==> config.mk <==
export PLATFORM = sky130hd
export DESIGN_NAME = percent_codec_core
export DESIGN_NICKNAME = d
export VERILOG_FILES = /design/src/sv/pcc_pkg.sv /design/src/sv/percent_codec_core.sv /design/src/sv/pcc_codec.sv /design/src/sv/pcc_serializer.sv
export SDC_FILE = /design/constraint.sdc
export NUM_CORES = 1
export LEC_CHECK = 0
export BUFFER_PORTS_ARGS = -buffer_cell sky130_fd_sc_hd__buf_2
export CELL_PAD_IN_SITES_DETAIL_PLACEMENT = 1
export CELL_PAD_IN_SITES_GLOBAL_PLACEMENT = 2
export CORE_MARGIN = 2
export CORE_UTILIZATION = 34
export CTS_CLUSTER_SIZE = 24
export DETAILED_ROUTE_END_ITERATION = 8
export GPL_ROUTABILITY_DRIVEN = 0
export PLACE_DENSITY = 0.81
export REMOVE_ABC_BUFFERS = 1
export SLEW_MARGIN = 15
export SYNTH_ARGS = -nofsm -noshare
export SYNTH_HDL_FRONTEND = slang
export SYNTH_SLANG_ARGS = --single-unit
==> constraint.sdc <==
create_clock -name aclk -period 2.66 [get_ports aclk]
set_input_delay 0.266 -clock aclk [delete_from_list [all_inputs] [get_ports aclk]]
set_output_delay 0.266 -clock aclk [all_outputs]
set_load 0.05 [all_outputs]
==> src/sv/pcc_pkg.sv <==
// shared types, constants and byte classification functions for the percent codec
`default_nettype none

package pcc_pkg;

    localparam logic [7:0] ESCAPE_CHAR = 8'h25;

    // decoder phase, one-hot
    typedef enum logic [3:0] {
        PH_PLAIN = 4'b0001,
        PH_HEX1  = 4'b0010,
        PH_HEX2  = 4'b0100,
        PH_DROP  = 4'b1000
    } phase_t;

    // results caused by one input item, sent in order b0, b1, b2
    typedef struct packed {
        logic [1:0] count;
        logic [7:0] b0;
        logic [7:0] b1;
        logic [7:0] b2;
        logic       err;
        logic       str_end;
    } res_bundle_t;

    // letters, digits and - _ . ~ ; :
    function automatic logic byte_passes(input logic [7:0] b);
        logic p;
        p = ((b >= 8'h30) && (b <= 8'h39)) ||
            ((b >= 8'h41) && (b <= 8'h5A)) ||
            ((b >= 8'h61) && (b <= 8'h7A)) ||
            (b == 8'h2D) || (b == 8'h5F) || (b == 8'h2E) ||
            (b == 8'h7E) || (b == 8'h3B) || (b == 8'h3A);
        return p;
    endfunction

    // bit 4 set when b is not a hex digit of either case
    function automatic logic [4:0] hex_value(input logic [7:0] b);
        logic [4:0] v;
        v = 5'h10;
        if ((b >= 8'h30) && (b <= 8'h39)) begin
            v = {1'b0, b[3:0]};
        end else if (((b >= 8'h41) && (b <= 8'h46)) || ((b >= 8'h61) && (b <= 8'h66))) begin
            v = {1'b0, b[3:0] + 4'd9};
        end
        return v;
    endfunction

    // lower-case hex digit
    function automatic logic [7:0] hex_digit(input logic [3:0] n);
        logic [7:0] d;
        if (n < 4'd10) begin
            d = 8'h30 + {4'h0, n};
        end else begin
            d = 8'h57 + {4'h0, n};
        end
        return d;
    endfunction

endpackage

`default_nettype wire

==> src/sv/percent_codec_core.sv <==
// top level of the streaming url percent encoder/decoder
//
// channel    | direction | tdata                  | tuser                          | tlast
// -----------+-----------+------------------------+--------------------------------+-----------
// s_axis     | in        | [7:0] in_byte          | -                              | in_last
// m_axis     | out       | [7:0] out_byte         | [0] error_flag [1] string_end  | run_last
// cfg        | in        | cfg_wdata: decode_mode | -                              | -
//
// an item waits in the input register, then its results (0 to 3)
// are loaded into the result register, which sends one result per cycle while m_axis_tready is high
// encode of a byte that needs escaping gives 3 results, every other item
// 1 (or 0 when it gives no result); sustained rate is set by the output port
// a new item is taken while the last result of the previous one is being sent
// aresetn is synchronous, active low; it clears mode, decoder state and valids
// a stall on m_axis holds all results and back-pressures s_axis via the input register
`default_nettype none

module percent_codec_core (
    input  wire logic       aclk,
    input  wire logic       aresetn,
    input  wire logic       cfg_we,
    input  wire logic       cfg_wdata,       // decode_mode
    input  wire logic       s_axis_tvalid,
    output logic            s_axis_tready,
    input  wire logic [7:0] s_axis_tdata,    // [7:0] in_byte
    input  wire logic       s_axis_tlast,
    output logic            m_axis_tvalid,
    input  wire logic       m_axis_tready,
    output logic [7:0]      m_axis_tdata,    // [7:0] out_byte
    output logic [1:0]      m_axis_tuser,    // [0] error_flag, [1] string_end
    output logic            m_axis_tlast
);

    logic                 mode_reg;
    logic                 in_valid_reg;
    logic [7:0]           in_byte_reg;
    logic                 in_last_reg;
    logic                 can_load;
    logic                 load;
    logic                 s_take;
    logic                 m_err;
    logic                 m_str_end;
    pcc_pkg::res_bundle_t bundle;

    // the held item moves on when the result register can take its results
    assign load          = in_valid_reg && can_load;
    assign s_axis_tready = !in_valid_reg || load;
    assign s_take        = s_axis_tvalid && s_axis_tready;

    always_ff @(posedge aclk) begin
        if (!aresetn) begin
            mode_reg     <= 1'b0;
            in_valid_reg <= 1'b0;
        end else begin
            if (cfg_we) begin
                mode_reg <= cfg_wdata;
            end
            if (s_take) begin
                in_valid_reg <= 1'b1;
            end else if (load) begin
                in_valid_reg <= 1'b0;
            end
        end
    end

    // input payload, no reset needed
    always_ff @(posedge aclk) begin
        if (s_take) begin
            in_byte_reg <= s_axis_tdata;
            in_last_reg <= s_axis_tlast;
        end
    end

    pcc_codec u_codec (
        .aclk        (aclk),
        .aresetn     (aresetn),
        .decode_mode (mode_reg),
        .step_en     (load),
        .in_byte     (in_byte_reg),
        .in_last     (in_last_reg),
        .res         (bundle)
    );

    pcc_serializer u_ser (
        .aclk       (aclk),
        .aresetn    (aresetn),
        .load       (load),
        .bundle     (bundle),
        .can_load   (can_load),
        .m_valid    (m_axis_tvalid),
        .m_ready    (m_axis_tready),
        .m_byte     (m_axis_tdata),
        .m_err      (m_err),
        .m_run_last (m_axis_tlast),
        .m_str_end  (m_str_end)
    );

    assign m_axis_tuser = {m_str_end, m_err};

`ifndef SYNTH
    a_error_shape: assert property (@(posedge aclk) disable iff (!aresetn)
        m_axis_tvalid && m_axis_tuser[0] |-> m_axis_tdata == 8'h00 && m_axis_tlast)
        else $error("error item not a lone zero byte");
    a_escape_first: assert property (@(posedge aclk) disable iff (!aresetn)
        load && !mode_reg && !pcc_pkg::byte_passes(in_byte_reg)
        |=> m_axis_tvalid && m_axis_tdata == pcc_pkg::ESCAPE_CHAR && !m_axis_tlast)
        else $error("encoded escape does not start with percent");
    a_backpressure: assert property (@(posedge aclk) disable iff (!aresetn)
        in_valid_reg && m_axis_tvalid && !m_axis_tready |-> !s_axis_tready)
        else $error("item taken while output stalled and input register full");
`endif

endmodule

`default_nettype wire

==> src/sv/pcc_codec.sv <==
// per-item encode/decode step with the decoder phase and pending nibble state
`default_nettype none

module pcc_codec (
    input  wire logic                 aclk,
    input  wire logic                 aresetn,
    input  wire logic                 decode_mode,
    input  wire logic                 step_en,
    input  wire logic [7:0]           in_byte,
    input  wire logic                 in_last,
    output pcc_pkg::res_bundle_t      res
);

    pcc_pkg::phase_t phase_reg, phase_next;
    logic [3:0]      nibble_reg, nibble_next;
    logic [4:0]      hv;
    logic            passes;
    logic            fault;

    assign hv     = pcc_pkg::hex_value(in_byte);
    assign passes = pcc_pkg::byte_passes(in_byte);

    always_comb begin
        phase_next  = phase_reg;
        nibble_next = nibble_reg;
        fault       = 1'b0;
        res         = '0;
        res.str_end = in_last;
        if (!decode_mode) begin
            phase_next = pcc_pkg::PH_PLAIN;
            if (passes) begin
                res.count = 2'd1;
                res.b0    = in_byte;
            end else begin
                res.count = 2'd3;
                res.b0    = pcc_pkg::ESCAPE_CHAR;
                res.b1    = pcc_pkg::hex_digit(in_byte[7:4]);
                res.b2    = pcc_pkg::hex_digit(in_byte[3:0]);
            end
        end else begin
            unique case (phase_reg)
                pcc_pkg::PH_PLAIN: begin
                    if (in_byte == pcc_pkg::ESCAPE_CHAR) begin
                        if (in_last) begin
                            fault = 1'b1;
                        end else begin
                            phase_next = pcc_pkg::PH_HEX1;
                        end
                    end else if (passes) begin
                        res.count = 2'd1;
                        res.b0    = in_byte;
                    end else begin
                        fault = 1'b1;
                    end
                end
                pcc_pkg::PH_HEX1: begin
                    if (!hv[4] && !in_last) begin
                        nibble_next = hv[3:0];
                        phase_next  = pcc_pkg::PH_HEX2;
                    end else begin
                        fault = 1'b1;
                    end
                end
                pcc_pkg::PH_HEX2: begin
                    if (!hv[4]) begin
                        phase_next = pcc_pkg::PH_PLAIN;
                        res.count  = 2'd1;
                        res.b0     = {nibble_reg, hv[3:0]};
                    end else begin
                        fault = 1'b1;
                    end
                end
                pcc_pkg::PH_DROP: begin
                    if (in_last) begin
                        phase_next = pcc_pkg::PH_PLAIN;
                    end
                end
                default: begin
                    phase_next = pcc_pkg::PH_PLAIN;
                end
            endcase
            if (fault) begin
                // one error result, then drop the rest of the string
                res.count  = 2'd1;
                res.b0     = 8'h00;
                res.err    = 1'b1;
                phase_next = in_last ? pcc_pkg::PH_PLAIN : pcc_pkg::PH_DROP;
            end
        end
    end

    always_ff @(posedge aclk) begin
        if (!aresetn) begin
            phase_reg  <= pcc_pkg::PH_PLAIN;
            nibble_reg <= 4'h0;
        end else if (step_en) begin
            phase_reg  <= phase_next;
            nibble_reg <= nibble_next;
        end
    end

`ifndef SYNTH
    a_encode_clears_phase: assert property (@(posedge aclk) disable iff (!aresetn)
        step_en && !decode_mode |=> phase_reg == pcc_pkg::PH_PLAIN)
        else $error("encode step left a pending escape");
    a_last_ends_string: assert property (@(posedge aclk) disable iff (!aresetn)
        step_en && decode_mode && in_last |=> phase_reg == pcc_pkg::PH_PLAIN)
        else $error("string end did not return decoder to plain text");
    a_error_single: assert property (@(posedge aclk) disable iff (!aresetn)
        res.err |-> res.count == 2'd1 && res.b0 == 8'h00)
        else $error("error bundle malformed");
`endif

endmodule

`default_nettype wire

==> src/sv/pcc_serializer.sv <==
// result register that holds up to three results and sends one per cycle while m_ready is high
`default_nettype none

module pcc_serializer (
    input  wire logic                 aclk,
    input  wire logic                 aresetn,
    input  wire logic                 load,
    input  pcc_pkg::res_bundle_t      bundle,
    output logic                      can_load,
    output logic                      m_valid,
    input  wire logic                 m_ready,
    output logic [7:0]                m_byte,
    output logic                      m_err,
    output logic                      m_run_last,
    output logic                      m_str_end
);

    logic [1:0] cnt_reg, cnt_next;
    logic [7:0] b0_reg, b0_next;
    logic [7:0] b1_reg, b1_next;
    logic [7:0] b2_reg, b2_next;
    logic       err_reg, err_next;
    logic       end_reg, end_next;
    logic       pop;

    assign m_valid    = (cnt_reg != 2'd0);
    assign pop        = m_valid && m_ready;
    // free, or its final result leaves this cycle
    assign can_load   = (cnt_reg == 2'd0) || ((cnt_reg == 2'd1) && m_ready);
    assign m_byte     = b0_reg;
    assign m_err      = err_reg;
    assign m_run_last = (cnt_reg == 2'd1);
    assign m_str_end  = end_reg;

    always_comb begin
        cnt_next = cnt_reg;
        b0_next  = b0_reg;
        b1_next  = b1_reg;
        b2_next  = b2_reg;
        err_next = err_reg;
        end_next = end_reg;
        if (load) begin
            cnt_next = bundle.count;
            b0_next  = bundle.b0;
            b1_next  = bundle.b1;
            b2_next  = bundle.b2;
            err_next = bundle.err;
            end_next = bundle.str_end;
        end else if (pop) begin
            cnt_next = cnt_reg - 2'd1;
            b0_next  = b1_reg;
            b1_next  = b2_reg;
        end
    end

    always_ff @(posedge aclk) begin
        if (!aresetn) begin
            cnt_reg <= 2'd0;
        end else begin
            cnt_reg <= cnt_next;
        end
    end

    always_ff @(posedge aclk) begin
        b0_reg  <= b0_next;
        b1_reg  <= b1_next;
        b2_reg  <= b2_next;
        err_reg <= err_next;
        end_reg <= end_next;
    end

`ifndef SYNTH
    a_no_overwrite: assert property (@(posedge aclk) disable iff (!aresetn)
        load |-> cnt_reg == 2'd0 || (cnt_reg == 2'd1 && pop))
        else $error("results overwritten before sent");
    a_pop_counts_down: assert property (@(posedge aclk) disable iff (!aresetn)
        pop && !load |=> cnt_reg == $past(cnt_reg) - 2'd1)
        else $error("result count did not step down");
    a_hold_stalled: assert property (@(posedge aclk) disable iff (!aresetn)
        m_valid && !m_ready |=> cnt_reg == $past(cnt_reg))
        else $error("results moved while stalled");
`endif

endmodule

`default_nettype wire
* After elaboration in Yosys (flattened, before gate mapping)
Cells that the tools add are included.
** Word-level totals
- Logic and storage cells :: 114
- Input port bits :: 15
- Flip-flop bits (word level) :: 47
- Output and inout bits :: 13
** Operators by class
- $add $sub $neg :: 6
- Mux-type cells :: 38
- Order comparisons :: 10
- Reductions and logical operators :: 31
- Eq/ne operators :: 17
** Operators with widths (count)
- $mux W8 :: 6
- $eq A8 B6 Y1 const B :: 5
- $mux W10 :: 4
- $le A8 B7 Y1 const B :: 4
- $mux W16 :: 2
- $mux W4 :: 8
- $pmux W10 S2 :: 1
- $mux W9 :: 2
- $add A7 B4 Y8 const A :: 2
- $eq A8 B7 Y1 const B :: 2
- $ge A8 B7 Y1 const B :: 2
- $pmux W4 S4 :: 1
- $add A6 B4 Y7 const A :: 2
- $logic_or A1 B1 Y1 :: 11
- $logic_and A1 B1 Y1 :: 10
- $mux W5 :: 2
- $mux W1 :: 9
- $ge A8 B6 Y1 const B :: 1
- $le A8 B6 Y1 const B :: 1
- $lt A4 B4 Y1 const B :: 2
- $ne A4 B2 Y1 const B :: 2
- $ne A4 B3 Y1 const B :: 2
- $reduce_and A6 Y1 :: 1
- $reduce_bool A2 Y1 :: 3
- other kinds (14) :: 17

* Depth between registers and ports, before layout
- Word-level depth :: 17
- Depth in mapped cells :: 11

* Modules after synthesis
From an unflattened synthesis, not the netlist that was laid out.
** Unflattened totals
- Cell total of the unflattened synthesis :: 265
- Area, all modules :: 2950.3 um2
** Modules (own cells, without submodules)
- pcc_codec :: cells each 182, area an instance 1395.1 um2, instances 1, sequential area each 160.2 um2
- pcc_serializer :: cells each 63, area an instance 1168.6 um2, instances 1, sequential area each 820.8 um2
- percent_codec_core :: cells each 20, area an instance 386.6 um2, instances 1, sequential area each 310.3 um2

* Least setup slack after synthesis
No wires, ideal clock.
- Path type :: reg-to-reg
- Start point :: register in_byte_reg[1]
- End point :: register u_codec.phase_reg[3]
- Stages on the path, launching flop included :: 11
- Buffers on the path :: 1
- Setup time :: 72 ps
- Required time :: 2588 ps
- Arrival :: 2714 ps
- Setup slack :: -126 ps
- Path through :: edfxtp_1 buf_2 inv_1 ha_1 nor4b_1 o32ai_1 a211o_1 nor4_4 o21ai_1 or3b_1 a21oi_1
** On the way
- Word-level cells in the longest chain between the ends :: 16
- Elaborated cells between the ends (all ways) :: 47
** RTL lines
- start, declared :: RTL line percent_codec_core.sv:36 : logic [7:0] in_byte_reg;
- start signal, assigned :: RTL line percent_codec_core.sv:69 : in_byte_reg <= s_axis_tdata;
- $ge A8 B6 Y1 (tied with other cells) :: RTL line pcc_pkg.sv:29, pcc_pkg.sv:41
- $logic_and A1 B1 Y1 (on tied branches) :: RTL line pcc_pkg.sv:29, pcc_pkg.sv:41, pcc_pkg.sv:30
- $logic_or A1 B1 Y1 :: RTL line pcc_pkg.sv:29 : p = ((b >= 8'h30) && (b <= 8'h39)) ||
- $logic_or A1 B1 Y1 :: RTL line pcc_pkg.sv:30 : ((b >= 8'h41) && (b <= 8'h5A)) ||
- $logic_or A1 B1 Y1 :: RTL line pcc_pkg.sv:31 : ((b >= 8'h61) && (b <= 8'h7A)) ||
- $logic_or A1 B1 Y1 (3 in series) :: RTL line pcc_pkg.sv:32 : (b == 8'h2D) || (b == 8'h5F) || (b == 8'h2E) ||
- $logic_or A1 B1 Y1 (2 in series) :: RTL line pcc_pkg.sv:33 : (b == 8'h7E) || (b == 8'h3B) || (b == 8'h3A);
- $mux W1 :: RTL line pcc_codec.sv:49 : end else if (passes) begin
- $mux W1 :: RTL line pcc_codec.sv:43 : if (in_byte == pcc_pkg::ESCAPE_CHAR) begin
- $pmux W1 S3 :: RTL line pcc_codec.sv:41 : unique case (phase_reg)
- $mux W1 :: RTL line pcc_codec.sv:29 : if (!decode_mode) begin
- $ne A4 B4 Y1 (no line) (tied with other cells)
- $reduce_and A6 Y1 (no line) / $mux W4 (equally long branches)
- end signal, assigned :: RTL line pcc_codec.sv:94 : phase_reg <= pcc_pkg::PH_PLAIN;
- end signal, assigned :: RTL line pcc_codec.sv:97 : phase_reg <= phase_next;
- end, declared :: RTL line pcc_codec.sv:14 : pcc_pkg::phase_t phase_reg, phase_next;
Parallel ways exist; a longest one is shown, timed or not. The select of a mux whose other input is x is not followed.
A chain may end at the register's enable or synchronous reset.

* Worst setup path after layout
- Start point :: register in_byte_reg[0]
- End point :: register u_codec.phase_reg[3]
Same word-level chain as after synthesis.

==> metrics.md <==
| Metric | Value |
|---|---|
| Outcome | `finished, violations left` |
| Failing checks | `negative setup slack` |
| Io pins | `28` |
| Post-Syn Instances | `255` |
| RSZ-0062 raised after global routing | `true` |
| Max Root-Sink Buffers | `2` |
| Share of post-route cells with drive strength above 1 | `0.3642` |
| CP Max Fanout | `6` |
| WP buf/inv | `2` |
| Most frequent CP cell | `buf_6` |
| Avg Inst Size Synth | `10.01 um2` |
| Hold WS | `0.1374 ns` |
| Clk pwr share | `0.210` |
| Routed wire length | `7449 um` |
| Synth area leader | `edfxtp_1` |
| Hold Vio Cnt, Final | `0` |
| Worst Path Arrival | `2.90 ns` |
| First-pass GRT wire length | `11,710 um` |
| CTS clk-pin slew, worst paths | `~0.09 ns` |
| Worst-Skew Late Latency | `~0.30 ns` |
| Critical Path End Type | `flip-flop` |
| Yosys reg bits | `45` |
| Ant diodes | `0` |
| Commonest cells after routing, fill and taps aside | `buf_4 (41), edfxtp_1 (33), nand2_1 (30)` |
| Starting Density | `0.3521` |
| CP max stage cell | `or4b_4` |
| Int Power | `1.306 mW` |
| Syn-to-layout area delta | `32.09%` |
| Fmax | `375.1 MHz` |
| Worst-case reg-to-reg path depth | `10` |
| Area of the multi-input gates | `1361 um2` |
| Most common cell after layout, fill and taps aside | `buf_4` |
| Placed Cells | `about 410` |
| Type of the worst setup path | `flip-flop to flip-flop` |
| Num rows | `31` |
| Period minus WS final | `2.666 ns` |
| Switching pwr | `between 0.7 and 0.8 mW` |
| Synth warnings | `0` |
| Area contributors post-synth | `edfxtp_1 (39%), dfxtp_1 (9.4%), ha_1 (5.4%), nand2_1 (4.7%), a21oi_1 (2.7%)` |
| Ys async rst share | `0` |
| GR Util met1 | `0.2387` |
| FF+latch area | `between 1000 and 1500 um2` |
| GR Layer Usage met3 | `0.03172` |
| CTS tree | `built` |
| Post-route insts no fill | `roughly 420` |
| WP depth | `10` |
| Drt drc | `0` |
| Most used DFF post-synth | `edfxtp_1` |
| Fin nets | `between 300 and 400` |
| Worst path cell trace | `ha_2 -> buf_6 -> or4b_4 -> nand2_4 -> a2111oi_4 -> nor4_4 -> buf_6 -> a221o_1 -> or3b_1 -> a21oi_1` |
| GRT busiest layer | `met2` |
| CTS sink cnt | `45` |
| Total gr overflow | `0` |
| Crit share post-route | `1.002` |
| Hold Path Cell Cnt | `1` |
| Switching Share | `0.3566` |
| Max Cap Violations | `0` |
| H-tree levels | `2` |
| CTS Root Cell | `clkbuf_8` |
| Vias per std cell | `5.357` |
| Slew HR | `0.5271` |
| FILL cells | `roughly 840` |
| Category of cells accounting for the largest share of critical-path delay | `simple AND/OR/NAND/NOR gates` |
| Final setup margin | `-0.005808 ns` |
| CP Data Required Time | `2.89 ns` |
| Skew final | `between 0.008 and 0.009 ns` |
| Slew Limit Fails | `0` |
| Antenna violations before repair | `0` |
| Core Region | `7253 um2` |
| Vias in the first global route | `~2,300` |
| Global Route Usage Sum | `0.1796` |
| P per Cell Area | `601.7 nW/um2` |
| Flop pwr share | `0.451` |
| Die ar. | `8220 um2` |
| DP Area | `3042 um2` |
| DR vias | `2,266` |
| Yosys cell types | `56` |
| Grt met2 use | `0.2935` |
| Final setup violating endpoints | `1` |
| Antenna-violating nets left | `0` |
| CP max stage delay | `0.54 ns` |
| Slew @ Worst Pin | `0.6995 ns` |
| Seq/Total Area, Yosys | `0.4821` |
| DP Wirelength | `about 5400 um` |
| Post-Synthesis Cell Area | `about 2600 um2` |
| EDFF count, synth | `33` |
| Min-delay worst type | `primary input to flip-flop` |
| Leak Pwr | `1.357 nW` |
| Worst vdd ir | `~0.34 mV` |
| Drt first pass iters | `4` |
| Detailed-route wire length per cell | `17.61 um` |
| Share of the synthesized area in the top cell type | `0.3880` |
| Largest net degree at the start of global routing | `20` |
| IO Port Bufs | `27` |
| Final instance area | `3373 um2` |
| DR iter-0 viols | `approximately 130` |
| CTS buffer count | `5` |
| Part of the power in combinational logic | `0.339` |
| Critical path launch point type | `flip-flop` |
| Die Span X | `90.67 um` |
| Die Ht | `90.67 um` |
## routing by layer
metal / vias to the layer above / wire length, um
li1: 1077 / -
met1: 1119 / 3386
met2: 60 / 3596
met3: 10 / 310
met4: 0 / 157
met5: - / 0
## power groups by stage
| stage | sequential, mW | clock [mW] | combinational, mW |
|---|---|---|---|
| 2_1_floorplan | 1.02 | 0 | 0.289 |
| 3_3_place_gp | 0.926 | 0 | 0.606 |
| 3_5_place_dp | 0.929 | 0 | 0.612 |
| 4_1_cts | 0.914 | 0.440 | 0.633 |
| 5_1_grt | 0.926 | 0.460 | 0.745 |
| 6_report | 0.915 | 0.427 | 0.688 |
## cells in the mapped netlist (6+ instances only)
cell type and count:
edfxtp_1 33, nand2_1 32, a21oi_1 14, nor2_1 13, dfxtp_1 12, inv_1 12, ha_1 11, a22oi_1 8
clkbuf_1 8, nand2b_1 7, o21ai_0 7, o31ai_1 7, nand3_1 6, nor3_1 6
## area by class of cell
cell class | count | share of cell area
clock buffer | 7 | 0.02263
clock inverter | 1 | 0.001855
inverter | 14 | 0.01558
multi-input combinational | 182 | 0.4036
sequential | 45 | 0.3650
tap | 99 | 0.03672
timing repair buffer | 75 | 0.1547
## logic make-up (layout without fill, tap and decap cells)
family,Yosys count,after routing,share of synthesized area
XOR/XNOR,4,4,0.01372
AO/OA/AOI/OAI,63,63,0.1700
multiplexers,7,7,0.02891
adder cells (fa/ha/maj),11,11,0.05389
buffers and inverters,28,97,0.04850
flip-flops,45,45,0.4821
AND/OR/NAND/NOR,97,97,0.2029
## worst paths after layout
path              slack, ns                    end                   from
hold reg to reg        0.50  u_codec.nibble_reg[1]  u_codec.nibble_reg[1]
setup reg to reg     -0.006   u_codec.phase_reg[3]         in_byte_reg[0]
setup / recovery     -0.006   u_codec.phase_reg[3]         in_byte_reg[0]
hold / removal         0.14         in_byte_reg[0]        s_axis_tdata[0]
## per-stage QoR
stage	power [mW]	setup WS, ns	util	setup TNS, ns
floorplan	1.313	-0.2569	-	-0.8295
global placement	1.532	-0.07308	0.4194	-0.2613
detailed placement	1.541	-0.1482	0.4194	-1.057
CTS	1.987	0.003570	0.4413	0
global route	2.131	-0.1275	0.4651	-0.6081
finish	2.030	-0.005808	0.4651	-0.005808
## timing repair
action                                 4_1_cts  5_1_grt
hold buffers                                 0        0
pin swaps                                    9       16
setup endpoints to repair                   21       24
endpoints found under the hold margin        0        0
setup buffers                                3        5
gates resized for setup                     13       30
(Power assumes the default switching activity.)
